==> src/hw/rtl/dhcplt_pkg.sv <==
`timescale 1ns / 1ps
`default_nettype none

package dhcplt_pkg;

  localparam int unsigned POOL_DEPTH = 8;
  localparam int unsigned IDX_W = (POOL_DEPTH > 1) ? $clog2(POOL_DEPTH) : 1;
  localparam int unsigned CNT_W = $clog2(POOL_DEPTH + 1);

  localparam logic [31:0] TENTATIVE_MS = 32'd15000;
  localparam logic [31:0] MS_PER_SEC   = 32'd1000;

  localparam logic [31:0] SERVER_IP_RST  = 32'd3232236545;
  localparam logic [7:0]  POOL_FIRST_RST = 8'd2;
  localparam logic [7:0]  POOL_LAST_RST  = 8'd9;
  localparam logic [31:0] LEASE_SECS_RST = 32'd3600;

  localparam int unsigned CFG_IDX_W = 3;
  localparam logic [CFG_IDX_W-1:0] CFG_SERVER_IP  = 3'd0;
  localparam logic [CFG_IDX_W-1:0] CFG_POOL_FIRST = 3'd1;
  localparam logic [CFG_IDX_W-1:0] CFG_POOL_LAST  = 3'd2;
  localparam logic [CFG_IDX_W-1:0] CFG_LEASE_SECS = 3'd3;

  localparam logic [2:0] REQ_DISCOVER = 3'd0;
  localparam logic [2:0] REQ_REQUEST  = 3'd1;
  localparam logic [2:0] REQ_RELEASE  = 3'd2;
  localparam logic [2:0] REQ_DECLINE  = 3'd3;
  localparam logic [2:0] REQ_INFORM   = 3'd4;
  localparam logic [2:0] REQ_LOOKUP   = 3'd6;

  localparam logic [2:0] RPL_NONE    = 3'd0;
  localparam logic [2:0] RPL_OFFER   = 3'd1;
  localparam logic [2:0] RPL_ACK     = 3'd2;
  localparam logic [2:0] RPL_NAK     = 3'd3;
  localparam logic [2:0] RPL_FOUND   = 3'd4;
  localparam logic [2:0] RPL_MISSING = 3'd5;

  typedef struct packed {
    logic [2:0]  req_type;
    logic [47:0] client_mac;
    logic [31:0] now_ms;
    logic        server_id_present;
    logic [31:0] server_id;
    logic        requested_present;
    logic [31:0] requested_ip;
    logic [31:0] client_addr;
    logic        reserved_hit;
    logic [7:0]  reserved_octet;
  } req_t;

  typedef struct packed {
    logic [2:0]  reply;
    logic [31:0] your_ip;
    logic        from_reservation;
    logic [2:0]  lease_slot;
    logic        pool_full;
  } rsp_t;

  typedef struct packed {
    logic [31:0] server_ip;
    logic [7:0]  pool_first;
    logic [7:0]  pool_last;
    logic [31:0] lease_secs;
  } cfg_t;

  typedef struct packed {
    logic             wr_en;
    logic             clr_used;
    logic [IDX_W-1:0] idx;
    logic [47:0]      mac;
    logic [31:0]      expiry;
  } slot_wr_t;

  typedef struct packed {
    logic        used;
    logic [47:0] mac;
    logic [31:0] expiry;
  } slot_rd_t;

  typedef enum logic [1:0] {
    ST_IDLE,
    ST_SCAN,
    ST_DONE
  } ctrl_state_e;

endpackage

`default_nettype wire

==> src/hw/rtl/dhcplt_cfg_regs.sv <==
`timescale 1ns / 1ps
`default_nettype none

module dhcplt_cfg_regs (
  input  wire                             clk_i,
  input  wire                             rst_ni,
  input  wire                             cfg_we_i,
  input  wire [dhcplt_pkg::CFG_IDX_W-1:0] cfg_idx_i,
  input  wire [31:0]                      cfg_wdata_i,
  output dhcplt_pkg::cfg_t                cfg_o,
  output logic [dhcplt_pkg::CNT_W-1:0]    pool_size_o
);
  import dhcplt_pkg::*;

  cfg_t       cfg_q;
  logic [8:0] span;

  always_ff @(posedge clk_i or negedge rst_ni) begin
    if (!rst_ni) begin
      cfg_q.server_ip  <= SERVER_IP_RST;
      cfg_q.pool_first <= POOL_FIRST_RST;
      cfg_q.pool_last  <= POOL_LAST_RST;
      cfg_q.lease_secs <= LEASE_SECS_RST;
    end else if (cfg_we_i) begin
      case (cfg_idx_i)
        CFG_SERVER_IP:  cfg_q.server_ip  <= cfg_wdata_i;
        CFG_POOL_FIRST: cfg_q.pool_first <= cfg_wdata_i[7:0];
        CFG_POOL_LAST:  cfg_q.pool_last  <= cfg_wdata_i[7:0];
        CFG_LEASE_SECS: cfg_q.lease_secs <= cfg_wdata_i;
        default: ;
      endcase
    end
  end

  // Usable slots: the octet span of the pool, clamped to the table depth.
  always_comb begin
    span = {1'b0, cfg_q.pool_last} - {1'b0, cfg_q.pool_first} + 9'd1;
    if (cfg_q.pool_last < cfg_q.pool_first) begin
      pool_size_o = '0;
    end else if (span > 9'(POOL_DEPTH)) begin
      pool_size_o = CNT_W'(POOL_DEPTH);
    end else begin
      pool_size_o = CNT_W'(span);
    end
  end

  assign cfg_o = cfg_q;

endmodule

`default_nettype wire

==> src/hw/rtl/dhcplt_lease_store.sv <==
`timescale 1ns / 1ps
`default_nettype none

module dhcplt_lease_store (
  input  wire                           clk_i,
  input  wire                           rst_ni,
  input  wire                           rd_en_i,
  input  wire [dhcplt_pkg::IDX_W-1:0]   rd_idx_i,
  input  dhcplt_pkg::slot_wr_t          wr_i,
  output dhcplt_pkg::slot_rd_t          rd_o
);
  import dhcplt_pkg::*;

  logic [47:0]           mac_mem [POOL_DEPTH];
  logic [31:0]           exp_mem [POOL_DEPTH];
  logic [POOL_DEPTH-1:0] used_q;
  logic                  rd_used_q;
  logic [47:0]           rd_mac_q;
  logic [31:0]           rd_exp_q;

  // Valid bits clear at reset; the payload memory needs no clearing since a
  // slot whose valid bit is low is never compared on its contents.
  always_ff @(posedge clk_i or negedge rst_ni) begin
    if (!rst_ni) begin
      used_q    <= '0;
      rd_used_q <= 1'b0;
    end else begin
      if (wr_i.wr_en) begin
        used_q[wr_i.idx] <= 1'b1;
      end else if (wr_i.clr_used) begin
        used_q[wr_i.idx] <= 1'b0;
      end
      if (rd_en_i) begin
        rd_used_q <= used_q[rd_idx_i];
      end
    end
  end

  always_ff @(posedge clk_i) begin
    if (wr_i.wr_en) begin
      mac_mem[wr_i.idx] <= wr_i.mac;
      exp_mem[wr_i.idx] <= wr_i.expiry;
    end
    if (rd_en_i) begin
      rd_mac_q <= mac_mem[rd_idx_i];
      rd_exp_q <= exp_mem[rd_idx_i];
    end
  end

  assign rd_o.used   = rd_used_q;
  assign rd_o.mac    = rd_mac_q;
  assign rd_o.expiry = rd_exp_q;

endmodule

`default_nettype wire

==> src/hw/rtl/dhcplt_ctrl.sv <==
`timescale 1ns / 1ps
`default_nettype none

module dhcplt_ctrl (
  input  wire                           clk_i,
  input  wire                           rst_ni,
  input  wire                           start,
  output logic                          busy,
  input  dhcplt_pkg::req_t              req_i,
  input  dhcplt_pkg::cfg_t              cfg_i,
  input  wire [dhcplt_pkg::CNT_W-1:0]   pool_size_i,
  output logic                          rd_en_o,
  output logic [dhcplt_pkg::IDX_W-1:0]  rd_idx_o,
  input  dhcplt_pkg::slot_rd_t          rd_i,
  output dhcplt_pkg::slot_wr_t          wr_o,
  output logic                          done_o,
  output dhcplt_pkg::rsp_t              rsp_o
);
  import dhcplt_pkg::*;

  ctrl_state_e      state_q, state_d;
  req_t             req_q, req_d;
  logic [31:0]      lease_ms_q, lease_ms_d;
  logic [CNT_W-1:0] cnt_q, cnt_d;
  logic             cmp_vld_q, cmp_vld_d;
  logic [IDX_W-1:0] cmp_idx_q, cmp_idx_d;
  logic             live_fnd_q, live_fnd_d;
  logic [IDX_W-1:0] live_idx_q, live_idx_d;
  logic             free_fnd_q, free_fnd_d;
  logic [IDX_W-1:0] free_idx_q, free_idx_d;
  logic             done_q, done_d;
  rsp_t             rsp_q, rsp_d;

  logic             expired;
  logic             foreign;
  logic             dyn;
  logic [IDX_W-1:0] dyn_idx;
  logic [31:0]      offer;
  logic [31:0]      want;
  logic             ok;

  always_ff @(posedge clk_i or negedge rst_ni) begin
    if (!rst_ni) begin
      state_q    <= ST_IDLE;
      cnt_q      <= '0;
      cmp_vld_q  <= 1'b0;
      live_fnd_q <= 1'b0;
      free_fnd_q <= 1'b0;
      done_q     <= 1'b0;
    end else begin
      state_q    <= state_d;
      cnt_q      <= cnt_d;
      cmp_vld_q  <= cmp_vld_d;
      live_fnd_q <= live_fnd_d;
      free_fnd_q <= free_fnd_d;
      done_q     <= done_d;
    end
  end

  always_ff @(posedge clk_i) begin
    req_q      <= req_d;
    lease_ms_q <= lease_ms_d;
    cmp_idx_q  <= cmp_idx_d;
    live_idx_q <= live_idx_d;
    free_idx_q <= free_idx_d;
    rsp_q      <= rsp_d;
  end

  always_comb begin
    expired = ~(req_q.now_ms - rd_i.expiry)  >> 31 == 32'd1;
    foreign = req_q.server_id_present && (req_q.server_id != cfg_i.server_ip);
    dyn     = !req_q.reserved_hit && (live_fnd_q || free_fnd_q);
    dyn_idx = live_fnd_q ? live_idx_q : free_idx_q;
    want    = req_q.requested_present ? req_q.requested_ip : req_q.client_addr;
    ok      = 1'b0;
    offer   = '0;

    state_d    = state_q;
    req_d      = req_q;
    lease_ms_d = lease_ms_q;
    cnt_d      = cnt_q;
    cmp_vld_d  = 1'b0;
    cmp_idx_d  = cmp_idx_q;
    live_fnd_d = live_fnd_q;
    live_idx_d = live_idx_q;
    free_fnd_d = free_fnd_q;
    free_idx_d = free_idx_q;
    done_d     = 1'b0;
    rsp_d      = rsp_q;
    rd_en_o    = 1'b0;
    rd_idx_o   = cnt_q[IDX_W-1:0];
    wr_o       = '0;

    case (state_q)
      ST_IDLE: begin
        if (start) begin
          req_d      = req_i;
          lease_ms_d = 32'(cfg_i.lease_secs * MS_PER_SEC);
          cnt_d      = '0;
          live_fnd_d = 1'b0;
          free_fnd_d = 1'b0;
          state_d    = ST_SCAN;
        end
      end

      ST_SCAN: begin
        // One read issued per cycle; the slot read in the previous cycle is compared now.
        if (cnt_q < pool_size_i) begin
          rd_en_o   = 1'b1;
          cnt_d     = cnt_q + CNT_W'(1);
          cmp_vld_d = 1'b1;
          cmp_idx_d = cnt_q[IDX_W-1:0];
        end
        if (cmp_vld_q) begin
          if (rd_i.used && !expired && (rd_i.mac == req_q.client_mac) && !live_fnd_q) begin
            live_fnd_d = 1'b1;
            live_idx_d = cmp_idx_q;
          end
          if ((!rd_i.used || expired) && !free_fnd_q) begin
            free_fnd_d = 1'b1;
            free_idx_d = cmp_idx_q;
          end
        end
        if (!cmp_vld_q && (cnt_q == pool_size_i)) begin
          state_d = ST_DONE;
        end
      end

      ST_DONE: begin
        rsp_d   = '0;
        done_d  = 1'b1;
        state_d = ST_IDLE;
        wr_o.mac    = req_q.client_mac;
        wr_o.idx    = dyn_idx;
        wr_o.expiry = req_q.now_ms + TENTATIVE_MS;
        if (req_q.req_type == REQ_LOOKUP) begin
          if (req_q.reserved_hit) begin
            rsp_d.reply            = RPL_FOUND;
            rsp_d.your_ip          = {cfg_i.server_ip[31:8], req_q.reserved_octet};
            rsp_d.from_reservation = 1'b1;
          end else if (live_fnd_q) begin
            rsp_d.reply      = RPL_FOUND;
            rsp_d.your_ip    = {cfg_i.server_ip[31:8],
                                8'(cfg_i.pool_first + 8'(live_idx_q))};
            rsp_d.lease_slot = 3'(live_idx_q);
          end else begin
            rsp_d.reply = RPL_MISSING;
          end
        end else if (req_q.req_type < REQ_LOOKUP) begin
          if (foreign || (req_q.req_type inside {REQ_RELEASE, REQ_DECLINE})) begin
            // A request to another server also gives up the local lease.
            if (live_fnd_q && (!foreign || (req_q.req_type == REQ_REQUEST))) begin
              wr_o.clr_used = 1'b1;
              wr_o.idx      = live_idx_q;
            end
          end else if (req_q.req_type == REQ_INFORM) begin
            rsp_d.reply   = RPL_ACK;
            rsp_d.your_ip = req_q.client_addr;
          end else if (req_q.req_type inside {REQ_DISCOVER, REQ_REQUEST}) begin
            if (req_q.reserved_hit) begin
              ok                     = 1'b1;
              offer                  = {cfg_i.server_ip[31:8], req_q.reserved_octet};
              rsp_d.from_reservation = 1'b1;
            end else if (dyn) begin
              ok               = 1'b1;
              offer            = {cfg_i.server_ip[31:8],
                                  8'(cfg_i.pool_first + 8'(dyn_idx))};
              rsp_d.lease_slot = 3'(dyn_idx);
              // A fresh slot is held tentatively until a matching request.
              wr_o.wr_en       = !live_fnd_q;
            end else begin
              rsp_d.pool_full = 1'b1;
            end
            if (ok) begin
              if (req_q.req_type == REQ_DISCOVER) begin
                rsp_d.reply   = RPL_OFFER;
                rsp_d.your_ip = offer;
              end else if (want != offer) begin
                rsp_d.reply = RPL_NAK;
              end else begin
                rsp_d.reply   = RPL_ACK;
                rsp_d.your_ip = offer;
                if (dyn) begin
                  wr_o.wr_en  = 1'b1;
                  wr_o.expiry = req_q.now_ms + lease_ms_q;
                end
              end
            end
          end
        end
      end

      default: begin
        state_d = ST_IDLE;
      end
    endcase
  end

  assign busy   = (state_q != ST_IDLE);
  assign done_o = done_q;
  assign rsp_o  = rsp_q;

endmodule

`default_nettype wire

==> src/hw/rtl/dhcp_lease_table_core.sv <==
// Lease allocation for a small DHCP server. Raise start with a parsed request
// on req_i while busy is low; the block scans its lease memory one slot per
// cycle over the single read port, decides, and writes back at most one slot.
// Exactly one result follows on rsp_o in the first cycle that busy is low
// again, marked by done_o for a single cycle. The receiver cannot stall: the
// result must be captured in that cycle. Configuration writes take effect at
// once and should be made while busy is low; they do not clear the lease table.
`timescale 1ns / 1ps
`default_nettype none

module dhcp_lease_table_core (
  input  wire                             clk_i,
  input  wire                             rst_ni,
  input  wire                             start,
  output logic                            busy,
  input  dhcplt_pkg::req_t                req_i,
  output logic                            done_o,
  output dhcplt_pkg::rsp_t                rsp_o,
  input  wire                             cfg_we_i,
  input  wire [dhcplt_pkg::CFG_IDX_W-1:0] cfg_idx_i,
  input  wire [31:0]                      cfg_wdata_i
);
  import dhcplt_pkg::*;

  cfg_t             cfg;
  logic [CNT_W-1:0] pool_size;
  logic             rd_en;
  logic [IDX_W-1:0] rd_idx;
  slot_rd_t         rd;
  slot_wr_t         wr;

  dhcplt_cfg_regs u_cfg (
    .clk_i       (clk_i),
    .rst_ni      (rst_ni),
    .cfg_we_i    (cfg_we_i),
    .cfg_idx_i   (cfg_idx_i),
    .cfg_wdata_i (cfg_wdata_i),
    .cfg_o       (cfg),
    .pool_size_o (pool_size)
  );

  dhcplt_lease_store u_store (
    .clk_i    (clk_i),
    .rst_ni   (rst_ni),
    .rd_en_i  (rd_en),
    .rd_idx_i (rd_idx),
    .wr_i     (wr),
    .rd_o     (rd)
  );

  dhcplt_ctrl u_ctrl (
    .clk_i       (clk_i),
    .rst_ni      (rst_ni),
    .start       (start),
    .busy        (busy),
    .req_i       (req_i),
    .cfg_i       (cfg),
    .pool_size_i (pool_size),
    .rd_en_o     (rd_en),
    .rd_idx_o    (rd_idx),
    .rd_i        (rd),
    .wr_o        (wr),
    .done_o      (done_o),
    .rsp_o       (rsp_o)
  );

endmodule

`default_nettype wire
==> config.mk <==
export PLATFORM = sky130hd
export DESIGN_NAME = dhcp_lease_table_core
export DESIGN_NICKNAME = d
export VERILOG_FILES = /design/src/hw/rtl/dhcplt_pkg.sv /design/src/hw/rtl/dhcplt_cfg_regs.sv /design/src/hw/rtl/dhcplt_lease_store.sv /design/src/hw/rtl/dhcplt_ctrl.sv /design/src/hw/rtl/dhcp_lease_table_core.sv
export SDC_FILE = /design/constraint.sdc
export NUM_CORES = 1
export LEC_CHECK = 0
export BUFFER_PORTS_ARGS = -buffer_cell sky130_fd_sc_hd__buf_4
export CORE_ASPECT_RATIO = 0.75
export CORE_MARGIN = 1
export CORE_UTILIZATION = 30
export DETAILED_ROUTE_END_ITERATION = 6
export GPL_TIMING_DRIVEN = 0
export PLACE_DENSITY = 0.53
export SLEW_MARGIN = 0
export SYNTH_ARGS = -nofsm -noshare
export SYNTH_HDL_FRONTEND = slang
export SYNTH_SLANG_ARGS = --single-unit
==> constraint.sdc <==
create_clock -name clk_i -period 7.2 [get_ports clk_i]
set_clock_uncertainty 0.05 [all_clocks]
set_input_delay 0.72 -clock clk_i [delete_from_list [all_inputs] [get_ports clk_i]]
set_output_delay 0.72 -clock clk_i [all_outputs]
set_load 0.01 [all_outputs]
# [Word level (Yosys, flattened, before mapping)]
# Memories as Yosys holds them, arrays and structs flattened. A register that Yosys moved wholly into a read port is not among the register bits.
# Cells that the tools add are included.
# W data, S select, Z words.
[word_totals] n_memories=2 register_bits=367 inputBits=229 latch_bits=0 mem_bits_rw=640 rom_bits=0 wordCells=202
[memory_table] memory="u_store.mac_mem" words=8 word_bits=48 read_ports=1 rd_clocked_by_memory_dff=1 write_ports=1 line="dhcplt_lease_store.sv:14" text="logic [47:0] mac_mem [POOL_DEPTH];"
[memory_table] memory="u_store.exp_mem" words=8 word_bits=32 read_ports=1 rd_clocked_by_memory_dff=1 write_ports=1 line="dhcplt_lease_store.sv:15" text="logic [31:0] exp_mem [POOL_DEPTH];"
[classes] multipliers=1 add_sub_neg=8 n_mux=86 n_shift=0 eq_ne=20 n_div=0 bitwise=6 n_reduce_logical=41 magnitude_cmp=7
[op_table] cell="$mux W32" n=20
[op_table] cell="$mux W40" n=3
[op_table] cell="$mux W35" n=3
[op_table] cell="$mux W85" n=1
[op_table] cell="$ne A32 B32 Y1" n=2
[op_table] cell="$eq A48 B48 Y1" n=1
[op_table] cell="$mux W39" n=1
[op_table] cell="$mux W34" n=1
[op_table] cell="$mux W1" n=33
[op_table] cell="$add A32 B14 Y32 const B" n=1
[op_table] cell="$add A32 B32 Y32" n=1
[op_table] cell="$mul A32 B7 Y29 const B" n=1
[op_table] cell="$not A32 Y32" n=1
[op_table] cell="$sub A32 B32 Y32" n=1
[op_table] cell="$mux W4" n=7
[op_table] cell="$add A8 B3 Y8" n=2
[op_table] cell="$mux W8" n=2
[op_table] cell="$mux W5" n=3
[op_table] cell="$reduce_and A2 Y1" n=7
[op_table] cell="$eq A3 B2 Y1 const B" n=4
[op_table] cell="$mux W3" n=4
[op_table] cell="$ne A2 B1 Y1 const B" n=5
[op_table] cell="$reduce_bool A2 Y1" n=5
[op_table] cell="$add A9 B1 Y9 const B" n=1
[op_table] cell="other kinds (32)" n=59

# [Logic depth before layout (Yosys ltp)]
[depth] word_depth=28 mapped_depth=24 mapped_depth_nobuf=23

# [Cells and area by module]
# From an unflattened synthesis, not the netlist that was laid out.
[unflattened] cells_unflattened=3011 hier_area_um2=49628.8
[modules_own_cells] mod="dhcplt_lease_store" area_each_um2=26889.5 cells_each=1053 instances=1
[modules_own_cells] mod="dhcplt_ctrl" area_each_um2=19113.3 cells_each=1691 instances=1
[modules_own_cells] mod="dhcplt_cfg_regs" area_each_um2=3626.0 cells_each=267 instances=1

# [Worst setup path after synthesis]
# No wires, ideal clock.
[synth_timing] path_kind="register to register" from="reg u_ctrl.live_fnd_q" to="mem u_store.exp_mem[6][0] (enable)" stages_incl_launch_ff=14 setup_ns=0.519 arrival_time_ns=6.538 period_less_slack_ns=7.107 setup_slack_ns=0.093 path_buffers=1 required_ns=6.631 path_cell_list="dfrtp_1 -> buf_4 -> mux2i_1 -> inv_1 -> ha_1 -> a211oi_1 -> nor4_1 -> o21ai_0 -> o22ai_1 -> a211oi_2 -> nand4_4 -> o21ai_0 -> nand3_1 -> nor2_1"
[synth_via] elab_chain_cells=22
[synth_lines] item="start, declared" line="dhcplt_ctrl.sv:27" text="logic live_fnd_q, live_fnd_d;"
[synth_lines] item="start signal, assigned" line="dhcplt_ctrl.sv:54" text="live_fnd_q <= live_fnd_d;"
[synth_lines] item="$mux W3 or $logic_or A1 B1 Y1 (tied branches)" line="dhcplt_ctrl.sv:73, dhcplt_ctrl.sv:72"
[synth_lines] item="$add A8 B3 Y8 or $logic_and A1 B1 Y1 (tied branches)" line="dhcplt_ctrl.sv:167, dhcplt_ctrl.sv:72"
[synth_lines] item="$mux W32" line="dhcplt_ctrl.sv:164" text="end else if (dyn) begin"
[synth_lines] item="$mux W32" line="dhcplt_ctrl.sv:160" text="if (req_q.reserved_hit) begin"
[synth_lines] item="$mux W32" line="dhcplt_ctrl.sv:159" text="end else if (req_q.req_type inside {REQ_DISCOVER, REQ_REQUEST}) begin"
[synth_lines] item="$mux W32" line="dhcplt_ctrl.sv:156" text="end else if (req_q.req_type == REQ_INFORM) begin"
[synth_lines] item="$mux W32" line="dhcplt_ctrl.sv:150" text="if (foreign || (req_q.req_type inside {REQ_RELEASE, REQ_DECLINE})) begin"
[synth_lines] item="$mux W32" line="dhcplt_ctrl.sv:149" text="end else if (req_q.req_type < REQ_LOOKUP) begin"
[synth_lines] item="[... 6 more ...]"
[synth_lines] item="$mux W1" line="dhcplt_ctrl.sv:159"
[synth_lines] item="$mux W1" line="dhcplt_ctrl.sv:156"
[synth_lines] item="$mux W1" line="dhcplt_ctrl.sv:150"
[synth_lines] item="$mux W5" line="dhcplt_ctrl.sv:149"
[synth_lines] item="$mux W5 *" line="dhcplt_ctrl.sv:136" text="if (req_q.req_type == REQ_LOOKUP) begin"
[synth_lines] item="$mux W85 *" line="dhcplt_ctrl.sv:94" text="case (state_q)"
[synth_lines] item="$mux W1" line="dhcplt_lease_store.sv:40" text="if (wr_i.wr_en) begin"
[synth_lines] item="$mux W1 (not written as such)" line="dhcplt_lease_store.sv:42" text="exp_mem[wr_i.idx] <= wr_i.expiry;"
[synth_lines] item="end, declared" line="dhcplt_lease_store.sv:15"
# Every way passes the cells marked *; elsewhere a longest branch is shown, timed or not. The select of a mux whose other input is x is not followed.

# [Worst setup path in the final report]
[layout_timing] from="reg u_ctrl.live_fnd_q" to="mem u_store.exp_mem[7][15] (enable)"
# Same word-level chain as after synthesis.

==> results.json <==
{
  "status": "completed",
  "dp_slack_ps": 849,
  "dr.first_iter.drc_count": 2262,
  "setup_ws_ps": 811,
  "drive_above_1_share_pct": 24.5,
  "p_switching_w": 0.0104,
  "grt_pass1_wl_um": 193000,
  "grt_max_degree": 97,
  "nNetsFinal": 3869,
  "p_leak_nw": 19.9,
  "vias_per_cell": 4.86,
  "cp_cell_sequence": "buf_4, mux2i_1, inv_1, ha_1, a211oi_1, nor4_1, o21ai_0, o22ai_1, a211oi_2, nand4_4, o21ai_0, nand3_1, nor2_4, buf_12, buf_12, buf_12, buf_12",
  "fmaxAchievable_ghz": 0.157,
  "ys_seq_area_share_pct": 65.1,
  "cts.sinks": 1084,
  "wire_per_inst_um": 23.5,
  "pwr-share-comb_pct": 45.2,
  "min_path_type": "primary input to register",
  "clk_pin_slew_ps": 60,
  "cts-root-buf": "clkbuf_16",
  "fin_util_pct": 36.0,
  "portBuffers": 270,
  "cts_tree": "built",
  "vdd_drop_max_mv": 0.449,
  "htree_levels": 3,
  "die_area_um2": 166000,
  "clk_latency_ps": 760,
  "drc": 0,
  "setup_violations": 0,
  "dp.final_hpwl_um": 93400,
  "core.rowCount": 128,
  "drv_cap": 0,
  "regToRegSetupSlack_ps": 810,
  "area_growth_pct": 18.9,
  "grt_usage_pct": 15.9,
  "initial_core_util_pct": 30.3,
  "vias": 27400,
  "yosys_warnings": 0,
  "max_slew_margin_pct": 11.4,
  "min_period_over_period_pct": 88.7,
  "ys_types": 88,
  "synthArstFlopShare_pct": 8.86,
  "post_cts_resize_count": 0,
  "power_switching_share_pct": 38.1,
  "power_density_nw_per_um2": 468,
  "die_h_um": 353,
  "synth-edff-count": 988,
  "antenna_found_initial": 8,
  "cp-start-kind": "register",
  "cp.arrival_ps": 6780,
  "first_global_vias": 27900,
  "timing.critical_path.mode_cell": "buf_12",
  "slowest_stage": "a211oi_1",
  "synthFlopType": "edfxtp_1",
  "p_int_w": 0.0170,
  "cpPeakStageDelay_ps": 580,
  "routed_wl_um": 132000,
  "cp_max_fo": 19,
  "path_class": "register to register",
  "dieWidth_um": 470,
  "synthCells": 2980,
  "rsz0062_at_grt": "no",
  "cts_buffers": 109,
  "synth-seq-cells": 1084,
  "cts_buffer_depth": 3,
  "finalWorstPathRequiredPeriod_ps": 6390,
  "fin_hold_ws_ps": 88.1,
  "finalHoldViolCount": 0,
  "fin_total_pwr_w": 0.0274,
  "syn_avg_cell_area_um2": 16.6,
  "grt_remaining_overflow": 0,
  "gp_congestion": 0.803,
  "ios": 271,
  "syn_nets": 3450,
  "power_frac_clock_pct": 21.4,
  "p_seq_share_pct": 33.4,
  "core_area_um2": 163000,
  "dr.pass1.iters": 7,
  "tightestPinTransition_ps": 1330,
  "endpoint_kind": "register",
  "required_ps": 7590,
  "ant_nets": 0,
  "netlist_area_um2": 49300,
  "finalSetupTns_ps": 0,
  "slew_viol_final": 0
}
-- cell type report --
| class | count | area (µm²) |
|---|---|---|
| Antenna cell | 3 | 7.51 |
| Timing Repair Buffer | 308 | 2860 |
| Sequential cell | 1084 | 32100 |
| Fill cell | 15400 | 104000 |
| Clock inverter | 75 | 838 |
| Inverter | 216 | 823 |
| Clock buffer | 127 | 2850 |
| Multi-Input combinational cell | 1584 | 16000 |
| Buffer | 96 | 457 |
| Tap cell | 2145 | 2680 |
-- cell usage after synthesis, drive strengths merged (8+ instances only) --
| cell type | count | area (µm²) |
|---|---|---|
| edfxtp | 988 | 29700 |
| a22o | 29 | 254 |
| nor4 | 25 | 171 |
| a21o | 34 | 255 |
| o211a | 11 | 110 |
| inv | 216 | 811 |
| o21a | 16 | 120 |
| o21bai | 11 | 86.3 |
| nand3 | 37 | 190 |
| mux4 | 162 | 3650 |
| clkbuf | 66 | 249 |
| a221o | 8 | 80.1 |
| and2 | 56 | 350 |
| xor2 | 109 | 955 |
| dfstp | 14 | 368 |
| nand2b | 19 | 119 |
| o21ai | 80 | 400 |
| a21oi | 69 | 360 |
| nand2 | 95 | 357 |
| mux2i | 41 | 427 |
| fa | 98 | 1960 |
| xnor2 | 76 | 666 |
| nor2 | 103 | 389 |
| o211ai | 11 | 82.6 |
| nor3 | 27 | 158 |
| nor4b | 11 | 103 |
| ha | 143 | 1790 |
| dfrtp | 82 | 2050 |
| nand3b | 8 | 60.1 |
| buf | 30 | 204 |
| or3 | 9 | 56.3 |
| nand4 | 18 | 128 |
| a211oi | 22 | 170 |
| mux2 | 146 | 1640 |
-- cells by family after synthesis --
family | Yosys count | synth area share [%]
flip-flops | 1084 | 65.1
AO/OA/AOI/OAI | 357 | 5.02
buffers and inverters | 312 | 2.56
XOR/XNOR | 185 | 3.29
AND/OR/NAND/NOR | 452 | 4.87
multiplexers | 349 | 11.6
adder cells (fa/ha/maj) | 241 | 7.61
-- state kept, by name, indices dropped and copies added, names as in the netlist, 4 cells and up, named ones only --
signal,flops
u_store.exp_mem,256
u_ctrl.cnt_q,4
u_store.rd_exp_q,32
u_cfg.cfg_o,77
u_ctrl.req_q,190
u_ctrl.lease_ms_q,29
u_ctrl.rsp_o,40
u_store.mac_mem,384
u_store.rd_mac_q,48
-- power by group through the flow --
stage	clock, W	combinational [W]	sequential (W)
finish	0.00586	0.0124	0.00918
global route	0.00623	0.0140	0.00926
CTS	0.00601	0.0125	0.00919
detailed placement	0	0.0125	0.00930
global placement	0	0.0123	0.00952
floorplan	0	0.00894	0.00910
-- critical path, delay by kind of cell, from the launching register on --
kind / cells / cell delay, ps
compound gates: 5 / 1820
buf+inv: 6 / 1460
simple gates: 4 / 1390
mux: 1 / 560
flops: 1 / 400
fa+ha+maj: 1 / 340
-- worst paths after layout --
| kind | start | end | cells past startpoint |
|---|---|---|---|
| max | u_ctrl.live_fnd_q | u_store.exp_mem[7][15] | 17 |
| min | req_i[133] | u_ctrl.req_q[133] | 1 |
| max reg2reg | u_ctrl.live_fnd_q | u_store.exp_mem[7][15] | 17 |
| min reg2reg | u_ctrl.cmp_idx_q[1] | u_ctrl.live_idx_q[1] | 0 |
| max in group asynchronous | rst_ni | u_ctrl.free_fnd_q | 3 |
| min in group asynchronous | rst_ni | u_cfg.cfg_o[54] | 2 |
-- per-layer routing --
layer / share of wire (%) / GRT usage [%]
met2: 45 / 24.2
met3: 6.2 / 2.85
met5: 0.0075 / 0
met4: 1.7 / 3.49
met1: 47 / 23.4
-- per-stage QoR --
step           instances  cell area (µm²)
6_report            5638            58700
2_1_floorplan       2980            49300
5_1_grt             5638            58700
3_3_place_gp        5395            54000
4_1_cts             5633            58600
3_5_place_dp        5431            54900
-- cell usage in the layout, fill, tap and decap left out, types with 16 or more instances in the layout --
cell,synthesis,routed
edfxtp_1,988,988
nor3_1,25,25
nand2_1,95,95
nand4_1,17,17
clkinv_1,0,19
a211oi_1,21,21
nor2_1,102,94
ha_1,143,143
nand3_1,36,36
mux4_2,162,162
clkbuf_1,65,78
xnor2_1,76,76
inv_1,216,214
buf_4,2,271
mux2i_1,39,39
a22o_1,29,29
mux2_2,146,146
nand2b_1,19,19
and2_1,56,56
fa_1,98,98
a21oi_1,67,67
a21o_1,34,34
clkbuf_16,0,110
nor4_1,24,24
xor2_1,109,109
o21ai_0,78,78
buf_12,2,28
dfrtp_1,82,82
o21a_1,16,16
clkinv_2,0,26
-- what timing repair did --
item | in CTS | in global routing
hold endpoints to repair | 0 | 20
buffers inserted | 0 | 0
hold buffers | 0 | 1
Note: power is estimated with default switching activity, not from simulation.
